File: src/hw/rtl/gnd_pkg.sv
`timescale 1ns / 1ps

package gnd_pkg;

   localparam int AmountW  = 24;
   localparam int FaceW    = 16;
   localparam int CountW   = 16;
   localparam int SlotW    = 3;
   localparam int NotesW   = 19;
   localparam int ValueW   = 35;
   localparam int ProdW    = 32;
   localparam int DivCntW  = 5;
   localparam int ReqDataW = 64;
   localparam int RspDataW = 80;

   localparam logic REQ_LOAD     = 1'b0;
   localparam logic REQ_WITHDRAW = 1'b1;

   typedef struct packed {
      logic load;
      logic start;
      logic idx_clr;
      logic idx_inc;
      logic zero_take;
      logic div_start;
      logic take_set;
      logic mul_take;
      logic sub_amt;
      logic set_refuse;
      logic commit;
      logic mul_tot;
      logic acc_tot;
      logic emit;
   } cmd_type;

   typedef struct packed {
      logic refuse;
      logic face_zero;
      logic idx_last;
      logic div_done;
      logic amount_zero;
      logic rsp_free;
   } status_type;

endpackage

File: src/hw/rtl/gnd_div.sv
`timescale 1ns / 1ps

// restoring divider, one quotient bit per cycle
module gnd_div (
   input  logic                              clock,
   input  logic                              reset,
   input  logic                              start,
   input  logic [gnd_pkg::AmountW-1:0]       dividend,
   input  logic [gnd_pkg::FaceW-1:0]         divisor,
   output logic                              done,
   output logic [gnd_pkg::AmountW-1:0]       quotient
);

   logic [gnd_pkg::AmountW-1:0] quo_ff, quo_in;
   logic [gnd_pkg::FaceW-1:0]   rem_ff, rem_in;
   logic [gnd_pkg::FaceW-1:0]   dvs_ff, dvs_in;
   logic [gnd_pkg::DivCntW-1:0] cnt_ff, cnt_in;
   logic                        busy_ff, busy_in;
   logic                        done_ff, done_in;
   logic [gnd_pkg::FaceW:0]     trial;
   logic [gnd_pkg::FaceW:0]     diff;
   logic                        fits;

   assign trial = {rem_ff, quo_ff[gnd_pkg::AmountW-1]};
   assign diff  = trial - {1'b0, dvs_ff};
   assign fits  = (trial >= {1'b0, dvs_ff});

   always_comb begin
      quo_in  = quo_ff;
      rem_in  = rem_ff;
      dvs_in  = dvs_ff;
      cnt_in  = cnt_ff;
      busy_in = busy_ff;
      done_in = 1'b0;
      if (start) begin
         quo_in  = dividend;
         rem_in  = '0;
         dvs_in  = divisor;
         cnt_in  = '0;
         busy_in = 1'b1;
      end else if (busy_ff) begin
         rem_in = fits ? diff[gnd_pkg::FaceW-1:0] : trial[gnd_pkg::FaceW-1:0];
         quo_in = {quo_ff[gnd_pkg::AmountW-2:0], fits};
         cnt_in = cnt_ff + 1'b1;
         if (cnt_ff == gnd_pkg::DivCntW'(gnd_pkg::AmountW - 1)) begin
            busy_in = 1'b0;
            done_in = 1'b1;
         end
      end
   end

   always_ff @(posedge clock) begin
      if (reset) begin
         busy_ff <= 1'b0;
         done_ff <= 1'b0;
         cnt_ff  <= '0;
      end else begin
         busy_ff <= busy_in;
         done_ff <= done_in;
         cnt_ff  <= cnt_in;
      end
      quo_ff <= quo_in;
      rem_ff <= rem_in;
      dvs_ff <= dvs_in;
   end

   assign done     = done_ff;
   assign quotient = quo_ff;

endmodule

File: src/hw/rtl/gnd_dp.sv
`timescale 1ns / 1ps

module gnd_dp #(
   parameter int NUM_DENOMS = 7
) (
   input  logic                              clock,
   input  logic                              reset,
   input  gnd_pkg::cmd_type                  cmd,
   output gnd_pkg::status_type               st,
   input  logic [gnd_pkg::ReqDataW-1:0]      req_tdata,
   output logic                              rsp_tvalid,
   input  logic                              rsp_tready,
   output logic [gnd_pkg::RspDataW-1:0]      rsp_tdata,
   output logic                              rsp_tuser,
   output logic                              rsp_tlast
);

   localparam int IdxW = (NUM_DENOMS > 1) ? $clog2(NUM_DENOMS) : 1;

   logic [gnd_pkg::SlotW-1:0]   req_slot;
   logic [gnd_pkg::FaceW-1:0]   req_face;
   logic [gnd_pkg::CountW-1:0]  req_count;
   logic [gnd_pkg::AmountW-1:0] req_amount;

   assign req_slot   = req_tdata[2:0];
   assign req_face   = req_tdata[18:3];
   assign req_count  = req_tdata[34:19];
   assign req_amount = req_tdata[58:35];

   logic [gnd_pkg::FaceW-1:0]   face_ff  [NUM_DENOMS];
   logic [gnd_pkg::FaceW-1:0]   face_in  [NUM_DENOMS];
   logic [gnd_pkg::CountW-1:0]  stock_ff [NUM_DENOMS];
   logic [gnd_pkg::CountW-1:0]  stock_in [NUM_DENOMS];
   logic [gnd_pkg::CountW-1:0]  plan_ff  [NUM_DENOMS];
   logic [gnd_pkg::CountW-1:0]  plan_in  [NUM_DENOMS];

   logic [IdxW-1:0]             idx_ff, idx_in;
   logic [gnd_pkg::AmountW-1:0] amount_ff, amount_in;
   logic                        refuse_ff, refuse_in;
   logic [gnd_pkg::CountW-1:0]  take_ff, take_in;
   logic [gnd_pkg::ProdW-1:0]   prod_ff, prod_in;
   logic [gnd_pkg::NotesW-1:0]  notes_ff, notes_in;
   logic [gnd_pkg::ValueW-1:0]  value_ff, value_in;

   logic                        rsp_valid_ff, rsp_valid_in;
   logic [gnd_pkg::RspDataW-1:0] rsp_data_ff, rsp_data_in;
   logic                        rsp_refused_ff, rsp_refused_in;
   logic                        rsp_last_ff, rsp_last_in;

   logic [IdxW+2:0]             slot_ext;
   logic [IdxW-1:0]             slot_idx;
   logic                        slot_ok;
   logic [IdxW+2:0]             idx_ext;
   logic                        idx_last;
   logic [gnd_pkg::FaceW-1:0]   cur_face;
   logic [gnd_pkg::CountW-1:0]  cur_stock;
   logic [gnd_pkg::CountW-1:0]  mul_a;
   logic                        div_done;
   logic [gnd_pkg::AmountW-1:0] quotient;
   logic                        rsp_free;
   logic                        emit_last;
   logic [gnd_pkg::SlotW-1:0]   emit_slot;
   logic [gnd_pkg::CountW-1:0]  emit_given;
   logic [gnd_pkg::NotesW-1:0]  emit_notes;
   logic [gnd_pkg::ValueW-1:0]  emit_value;

   assign slot_ext  = {{IdxW{1'b0}}, req_slot};
   assign slot_idx  = slot_ext[IdxW-1:0];
   assign slot_ok   = (32'(req_slot) < 32'(NUM_DENOMS));
   assign idx_ext   = {3'b000, idx_ff};
   assign idx_last  = (idx_ff == IdxW'(NUM_DENOMS - 1));
   assign cur_face  = face_ff[idx_ff];
   assign cur_stock = stock_ff[idx_ff];
   assign mul_a     = cmd.mul_take ? take_ff : cur_stock;
   assign rsp_free  = !rsp_valid_ff || rsp_tready;

   gnd_div u_div (
      .clock    (clock),
      .reset    (reset),
      .start    (cmd.div_start),
      .dividend (amount_ff),
      .divisor  (cur_face),
      .done     (div_done),
      .quotient (quotient)
   );

   always_comb begin
      face_in  = face_ff;
      stock_in = stock_ff;
      plan_in  = plan_ff;
      if (cmd.load && slot_ok) begin
         face_in[slot_idx]  = req_face;
         stock_in[slot_idx] = req_count;
      end
      if (cmd.commit)
         stock_in[idx_ff] = cur_stock - plan_ff[idx_ff];
      if (cmd.zero_take)
         plan_in[idx_ff] = '0;
      if (cmd.sub_amt)
         plan_in[idx_ff] = take_ff;
   end

   always_comb begin
      idx_in    = idx_ff;
      amount_in = amount_ff;
      refuse_in = refuse_ff;
      take_in   = take_ff;
      prod_in   = prod_ff;
      notes_in  = notes_ff;
      value_in  = value_ff;
      if (cmd.idx_clr)
         idx_in = '0;
      else if (cmd.idx_inc)
         idx_in = idx_ff + 1'b1;
      if (cmd.start) begin
         amount_in = req_amount;
         refuse_in = (req_amount == '0);
         notes_in  = '0;
         value_in  = '0;
      end
      if (cmd.set_refuse)
         refuse_in = 1'b1;
      if (cmd.take_set)
         take_in = (quotient > {8'h00, cur_stock}) ? cur_stock
                                                   : quotient[gnd_pkg::CountW-1:0];
      if (cmd.mul_take || cmd.mul_tot)
         prod_in = {16'h0000, mul_a} * {16'h0000, cur_face};
      if (cmd.sub_amt)
         amount_in = amount_ff - prod_ff[gnd_pkg::AmountW-1:0];
      if (cmd.acc_tot) begin
         notes_in = notes_ff + {3'b000, cur_stock};
         value_in = value_ff + {3'b000, prod_ff};
      end
   end

   // result register
   assign emit_last  = refuse_ff || idx_last;
   assign emit_slot  = refuse_ff ? '0 : idx_ext[2:0];
   assign emit_given = refuse_ff ? '0 : plan_ff[idx_ff];
   assign emit_notes = emit_last ? notes_ff : '0;
   assign emit_value = emit_last ? value_ff : '0;

   always_comb begin
      rsp_valid_in   = rsp_valid_ff;
      rsp_data_in    = rsp_data_ff;
      rsp_refused_in = rsp_refused_ff;
      rsp_last_in    = rsp_last_ff;
      if (rsp_tready)
         rsp_valid_in = 1'b0;
      if (cmd.emit) begin
         rsp_valid_in   = 1'b1;
         rsp_data_in    = {7'b0000000, emit_value, emit_notes, emit_given, emit_slot};
         rsp_refused_in = refuse_ff;
         rsp_last_in    = emit_last;
      end
   end

   always_ff @(posedge clock) begin
      if (reset) begin
         for (int i = 0; i < NUM_DENOMS; i++) begin
            face_ff[i]  <= '0;
            stock_ff[i] <= '0;
         end
         idx_ff       <= '0;
         amount_ff    <= '0;
         refuse_ff    <= 1'b0;
         rsp_valid_ff <= 1'b0;
      end else begin
         face_ff      <= face_in;
         stock_ff     <= stock_in;
         idx_ff       <= idx_in;
         amount_ff    <= amount_in;
         refuse_ff    <= refuse_in;
         rsp_valid_ff <= rsp_valid_in;
      end
      plan_ff        <= plan_in;
      take_ff        <= take_in;
      prod_ff        <= prod_in;
      notes_ff       <= notes_in;
      value_ff       <= value_in;
      rsp_data_ff    <= rsp_data_in;
      rsp_refused_ff <= rsp_refused_in;
      rsp_last_ff    <= rsp_last_in;
   end

   assign st.refuse      = refuse_ff;
   assign st.face_zero   = (cur_face == '0);
   assign st.idx_last    = idx_last;
   assign st.div_done    = div_done;
   assign st.amount_zero = (amount_ff == '0);
   assign st.rsp_free    = rsp_free;

   assign rsp_tvalid = rsp_valid_ff;
   assign rsp_tdata  = rsp_data_ff;
   assign rsp_tuser  = rsp_refused_ff;
   assign rsp_tlast  = rsp_last_ff;

endmodule

File: src/hw/rtl/gnd_ctrl.sv
`timescale 1ns / 1ps

module gnd_ctrl (
   input  logic                clock,
   input  logic                reset,
   input  logic                req_tvalid,
   output logic                req_tready,
   input  logic                req_tuser,
   input  gnd_pkg::status_type st,
   output gnd_pkg::cmd_type    cmd
);

   typedef enum logic [9:0] {
      S_IDLE   = 10'b00_0000_0001,
      S_WALK   = 10'b00_0000_0010,
      S_DIV    = 10'b00_0000_0100,
      S_MUL    = 10'b00_0000_1000,
      S_SUB    = 10'b00_0001_0000,
      S_CHECK  = 10'b00_0010_0000,
      S_COMMIT = 10'b00_0100_0000,
      S_TMUL   = 10'b00_1000_0000,
      S_TACC   = 10'b01_0000_0000,
      S_EMIT   = 10'b10_0000_0000
   } state_type;

   state_type state_ff, state_in;
   logic      req_acc;

   assign req_tready = (state_ff == S_IDLE);
   assign req_acc    = req_tvalid && req_tready;

   always_comb begin
      state_in = state_ff;
      cmd      = '0;
      case (state_ff)
         S_IDLE: begin
            if (req_acc) begin
               if (req_tuser == gnd_pkg::REQ_WITHDRAW) begin
                  cmd.start   = 1'b1;
                  cmd.idx_clr = 1'b1;
                  state_in    = S_WALK;
               end else begin
                  cmd.load = 1'b1;
               end
            end
         end
         S_WALK: begin
            if (st.refuse) begin
               cmd.idx_clr = 1'b1;
               state_in    = S_TMUL;
            end else if (st.face_zero) begin
               cmd.zero_take = 1'b1;
               if (st.idx_last) begin
                  state_in = S_CHECK;
               end else begin
                  cmd.idx_inc = 1'b1;
               end
            end else begin
               cmd.div_start = 1'b1;
               state_in      = S_DIV;
            end
         end
         S_DIV: begin
            if (st.div_done) begin
               cmd.take_set = 1'b1;
               state_in     = S_MUL;
            end
         end
         S_MUL: begin
            cmd.mul_take = 1'b1;
            state_in     = S_SUB;
         end
         S_SUB: begin
            cmd.sub_amt = 1'b1;
            if (st.idx_last) begin
               state_in = S_CHECK;
            end else begin
               cmd.idx_inc = 1'b1;
               state_in    = S_WALK;
            end
         end
         S_CHECK: begin
            cmd.idx_clr = 1'b1;
            if (st.amount_zero) begin
               state_in = S_COMMIT;
            end else begin
               cmd.set_refuse = 1'b1;
               state_in       = S_TMUL;
            end
         end
         S_COMMIT: begin
            cmd.commit = 1'b1;
            if (st.idx_last) begin
               cmd.idx_clr = 1'b1;
               state_in    = S_TMUL;
            end else begin
               cmd.idx_inc = 1'b1;
            end
         end
         S_TMUL: begin
            cmd.mul_tot = 1'b1;
            state_in    = S_TACC;
         end
         S_TACC: begin
            cmd.acc_tot = 1'b1;
            if (st.idx_last) begin
               cmd.idx_clr = 1'b1;
               state_in    = S_EMIT;
            end else begin
               cmd.idx_inc = 1'b1;
               state_in    = S_TMUL;
            end
         end
         S_EMIT: begin
            if (st.rsp_free) begin
               cmd.emit = 1'b1;
               if (st.refuse || st.idx_last) begin
                  state_in = S_IDLE;
               end else begin
                  cmd.idx_inc = 1'b1;
               end
            end
         end
         default: begin
            state_in = S_IDLE;
         end
      endcase
   end

   always_ff @(posedge clock) begin
      if (reset) begin
         state_ff <= S_IDLE;
      end else begin
         state_ff <= state_in;
      end
   end

endmodule

File: src/hw/rtl/greedy_note_dispenser_top.sv
`timescale 1ns / 1ps
// Load item: stored in its slot when slot < NUM_DENOMS, no result.
// Withdraw item: per slot nothing when unused, else serial divide, multiply and subtract;
// then commit (unless refused), totals per slot and one result per slot, or a single refusal.
// Next item is taken once the last result sits in the output register.
// Synchronous reset empties every slot and drops any pending result.
module greedy_note_dispenser_top #(
   parameter int NUM_DENOMS = 7
) (
   input  logic        clock,
   input  logic        reset,
   input  logic        req_tvalid,
   output logic        req_tready,
   input  logic [63:0] req_tdata,  // slot[2:0], face_value[18:3], note_count[34:19], amount[58:35]
   input  logic        req_tuser,  // kind
   output logic        rsp_tvalid,
   input  logic        rsp_tready,
   output logic [79:0] rsp_tdata,  // out_slot[2:0], notes_given[18:3], remaining_notes[37:19],
                                   // remaining_value[72:38]
   output logic        rsp_tuser,  // refused
   output logic        rsp_tlast   // last
);

   gnd_pkg::cmd_type    cmd;
   gnd_pkg::status_type st;

   gnd_ctrl u_ctrl (
      .clock      (clock),
      .reset      (reset),
      .req_tvalid (req_tvalid),
      .req_tready (req_tready),
      .req_tuser  (req_tuser),
      .st         (st),
      .cmd        (cmd)
   );

   gnd_dp #(
      .NUM_DENOMS (NUM_DENOMS)
   ) u_dp (
      .clock      (clock),
      .reset      (reset),
      .cmd        (cmd),
      .st         (st),
      .req_tdata  (req_tdata),
      .rsp_tvalid (rsp_tvalid),
      .rsp_tready (rsp_tready),
      .rsp_tdata  (rsp_tdata),
      .rsp_tuser  (rsp_tuser),
      .rsp_tlast  (rsp_tlast)
   );

endmodule

File: config.mk
export PLATFORM = sky130hd
export DESIGN_NAME = greedy_note_dispenser_top
export DESIGN_NICKNAME = d
export VERILOG_FILES = /design/src/hw/rtl/gnd_pkg.sv /design/src/hw/rtl/gnd_div.sv /design/src/hw/rtl/gnd_dp.sv /design/src/hw/rtl/gnd_ctrl.sv /design/src/hw/rtl/greedy_note_dispenser_top.sv
export SDC_FILE = /design/constraint.sdc
export NUM_CORES = 2
export LEC_CHECK = 0
export BUFFER_PORTS_ARGS = -buffer_cell sky130_fd_sc_hd__buf_2
export CAP_MARGIN = 25
export CORE_MARGIN = 1.5
export CORE_UTILIZATION = 66
export DETAILED_ROUTE_END_ITERATION = 12
export PLACE_DENSITY = 0.89
export SLEW_MARGIN = 20
export SYNTH_ARGS = -nofsm -noshare
export SYNTH_HDL_FRONTEND = slang
export SYNTH_SLANG_ARGS = --single-unit
export TNS_END_PERCENT = 20
File: constraint.sdc
create_clock -name clock -period 12.19 [get_ports clock]
set_input_delay 2.438 -clock clock [delete_from_list [all_inputs] [get_ports clock]]
set_output_delay 2.438 -clock clock [all_outputs]
set_load 0.005 [all_outputs]
==> summary.md <==
| Metric | Value |
|---|---|
| GR Overflow Total | `0` |
| IO Port Bufs | `140` |
| Die Y-Extent | `249 um` |
| Sequential area share after synthesis | `a little over a third` |
| Leak Pwr | `approximately 18 nW` |
| Setup TNS | `0 ns` |
| Fmax | `0.101 GHz` |
| Post-Synthesis Cell Area | `0.0398 mm2` |
| CTS resizes | `0` |
| Setup-failing EPs final | `0` |
| Max-cap violations | `0` |
| First-pass GRT wire length | `192 mm` |
| Slowest library cell on the worst path | `nor2_1` |
| Final hold viol count | `0` |
| Clk Tree Root Cell | `clkbuf_16` |
| Clk_skew | `0.0399 ns` |
| Family with the most delay on the worst path | `adder cells` |
| Core area | `0.0594 mm2` |
| Setup ws final | `between 2 and 2.5 ns` |
| Tcrit/Tclk final | `80.9%` |
| Remaining DRCs | `0` |
| WP buf/inv | `6` |
| Crit path max fanout | `54` |
| Setup Buffers After CTS | `0` |
| Area share of the largest cell type after synthesis | `roughly 20%` |
| Worst Path Arrival | `10.25 ns` |
| Worst Path Required | `12.58 ns` |
| Via Count | `36200` |
| Area contributors post-synth | `dfxtp_1 (20%), edfxtp_1 (16%), fa_1 (10%)` |
| Min Tclk post-route | `about 9.9 ns` |
| Final antenna-violating net count | `0` |
| Number of global-route vias before repair | `35500` |
| Global-route usage over all layers | `39.2%` |
| Initial DRC Count | `5505` |
| Drt total wl | `~120 mm` |
| Clk sinks | `615` |
| Num ports | `153` |
| CTS H-tree lvls | `3` |
| Vias per inst | `around 7` |
| Place WS | `2.84 ns` |
| Synth area leader | `dfxtp_1` |
| Top FF cell, synth | `dfxtp_1` |
| Switching pwr | `~0.0018 W` |
| CP endpoint kind | `register` |
| CTS tree | `done` |
| Combinational Power Share | `22.5%` |
| Post-synth EDFFs | `217` |
| Slew Viols, Final | `0` |
| Mean Syn Cell Area | `8.99 um2` |
| Largest net degree at the start of global routing | `around 110` |
| Fraction of registers with async set or reset after synthesis | `0%` |
| CP Class | `register to register` |
| Slew headroom | `12.1%` |
| Num rows | `89` |
| Wirelength per Cell | `roughly 23 um` |
| Worst skew pair latency | `0.63 ns` |
| Detailed-router iteration count before antenna repair | `10` |
| Synth-to-Final Area Change | `9.18%` |
| YS warnings | `0` |
| FF+latch count, synth | `615` |
| Startpoint class of the critical path | `register` |
| Clock Path Buffers | `3` |
| Fill count | `about 3900` |
| Clock transition at path regs | `0.06 ns` |
| Layout net count | `4972` |
| CP most frequent cell | `fa_1` |
| Initial antenna violation count | `8` |
| Sequential share of power | `about two fifths` |
| Die ar. | `0.0618 mm2` |
| Max incr delay on CP | `0.93 ns` |
| Distinct cells, synth | `93` |
| DP Wirelength | `82.0 mm` |
| Worst Hold Class | `register to register` |
| Post-Synthesis Cells | `4428` |
| Initial Util | `between 60% and 70%` |
| Gpl congestion | `slightly below 1` |
| RSZ-0062 raised after global routing | `no` |
| PwrDens | `131 mW/mm2` |
| CTS buffer count | `66` |
| Worst VDD drop | `101 uV` |
| R2R setup slack | `between 2 and 2.5 ns` |
| Sw Share | `31.7%` |
| Internal Pwr Total | `0.00388 W` |
| Clock power frac | `a little under two fifths` |
| CTS Hold Buffers Added | `0` |
| Die Span X | `249 um` |
| Ratio of cells with drive above 1 in the final layout | `10.3%` |
| Worst-margin pin slew | `1.31 ns` |
| Status | `finished, final reports clean` |
==> registers in the layout (all words and copies together), names as in the netlist, 3 cells and up <==
name                 count
u_dp.u_div.rem_ff       16
u_dp.value_ff           35
u_dp.u_div.dvs_ff       16
u_dp.amount_ff          24
u_dp.notes_ff           19
u_dp.idx_ff              3
u_dp.take_ff            16
u_dp.face_ff           112
u_ctrl.state_ff         10
u_dp.prod_ff            32
u_dp.rsp_tdata          73
u_dp.plan_ff           112
u_dp.u_div.quotient     24
u_dp.stock_ff          112
u_dp.u_div.cnt_ff        5
==> power by group through the flow <==
stage	combinational, W	clock, W	sequential, W
after global routing	0.00136	0.00220	0.00230
after CTS	0.00122	0.00210	0.00229
after floorplan	0.000856	0	0.00231
final	0.00128	0.00211	0.00229
after detailed placement	0.00120	0	0.00233
after global placement	0.00116	0	0.00233
==> path summary, 6_finish.rpt <==
path | startpoint | endpoint | cells after the start
max reg2reg | u_dp.idx_ff[1]$_SDFFE_PP0P_ | u_dp.prod_ff[29]$_DFFE_PP_ | 27
min | u_dp.face_ff[46]$_SDFFE_PP0P_ | u_dp.face_ff[46]$_SDFFE_PP0P_ | 2
max | u_dp.idx_ff[1]$_SDFFE_PP0P_ | u_dp.prod_ff[29]$_DFFE_PP_ | 27
min reg2reg | u_dp.face_ff[46]$_SDFFE_PP0P_ | u_dp.face_ff[46]$_SDFFE_PP0P_ | 2
==> cells by family after synthesis <==
group | after synthesis | share of synthesized area, %
AO/OA/AOI/OAI | 988 | 17.1
XOR/XNOR | 98 | 2.16
adder cells (fa/ha/maj) | 424 | 17.1
buffers and inverters | 588 | 5.94
flip-flops | 615 | 36.4
multiplexers | 119 | 3.47
other | 1 | 0.00942
AND/OR/NAND/NOR | 1595 | 17.8
==> worst reg2reg max path, stage by stage (launching register included) <==
cell,delay [ns]
dfxtp_4,0.46
buf_4,0.62
nand2b_1,0.42
nor2_1,0.93
a221oi_1,0.49
nand2_1,0.26
o21a_1,0.52
nand2_1,0.17
fa_1,0.58
inv_1,0.06
fa_1,0.51
inv_1,0.06
fa_1,0.54
inv_1,0.05
fa_1,0.45
fa_1,0.49
inv_1,0.05
fa_1,0.51
inv_1,0.05
ha_1,0.34
a211oi_1,0.26
nor2_1,0.08
nor3_1,0.13
o21bai_1,0.10
a221o_1,0.38
a211oi_1,0.57
nor2_1,0.16
o311ai_0,0.39
==> per-stage QoR <==
| stage | hold slack (ns) | std cells | utilization, % | power [W] | cell area [um2] |
|---|---|---|---|---|---|
| floorplan | 0.427 | 4434 | - | 0.00316 | 39800 |
| global placement | 0.433 | 5171 | 69.1 | 0.00349 | 41000 |
| detailed placement | 0.439 | 5175 | 69.2 | 0.00353 | 41000 |
| CTS | 0.449 | 5294 | 72.9 | 0.00561 | 43300 |
| global route | 0.471 | 5310 | 73.2 | 0.00585 | 43500 |
| finish | 0.447 | 5312 | 73.2 | 0.00569 | 43500 |
==> metal layers <==
metal | part of all wire, % | wire [um] | vias to the layer above | track usage (%)
met5 | 0 | 0 | - | 0
met4 | 8.3 | 10300 | 0 | 28.0
met3 | 14 | 17000 | 832 | 11.1
met2 | 44 | 54100 | 2881 | 59.8
met1 | 34 | 42600 | 16900 | 47.9
li1 | - | - | 15500 | -
==> synthesized netlist by cell type (58+ instances only) <==
cell      instances
nor2_1          424
mux2i_1          65
o21ai_0         111
inv_1           339
a22o_1          119
nand2_1         753
clkbuf_1        174
a21oi_1         288
dfxtp_1         398
edfxtp_1        217
and2_1           69
xnor2_1          58
fa_1            199
ha_1            225
a311oi_1         91
==> cells in the final DEF, fill, tap and decap left out, types with 119 or more instances in the layout <==
cell type and count:
nand2_1 751, nor2_1 420, dfxtp_1 395, inv_1 338
a21oi_1 286, ha_1 225, edfxtp_1 217, fa_1 199
buf_2 141, a22o_1 119
==> area by class of cell <==
cell class | instances | area [um2] | share of cell area (%)
clock inverters | 27 | 340 | 0.783
diodes | 9 | 22.5 | 0.0518
flip-flops and latches | 615 | 14500 | 33.4
repair buffers | 221 | 1380 | 3.18
inverters | 344 | 1290 | 2.97
multi-input cells | 3231 | 23000 | 53.0
clock buffers | 92 | 1910 | 4.40
well taps | 773 | 967 | 2.23
No activity file was read; power rests on OpenSTA's default activity.
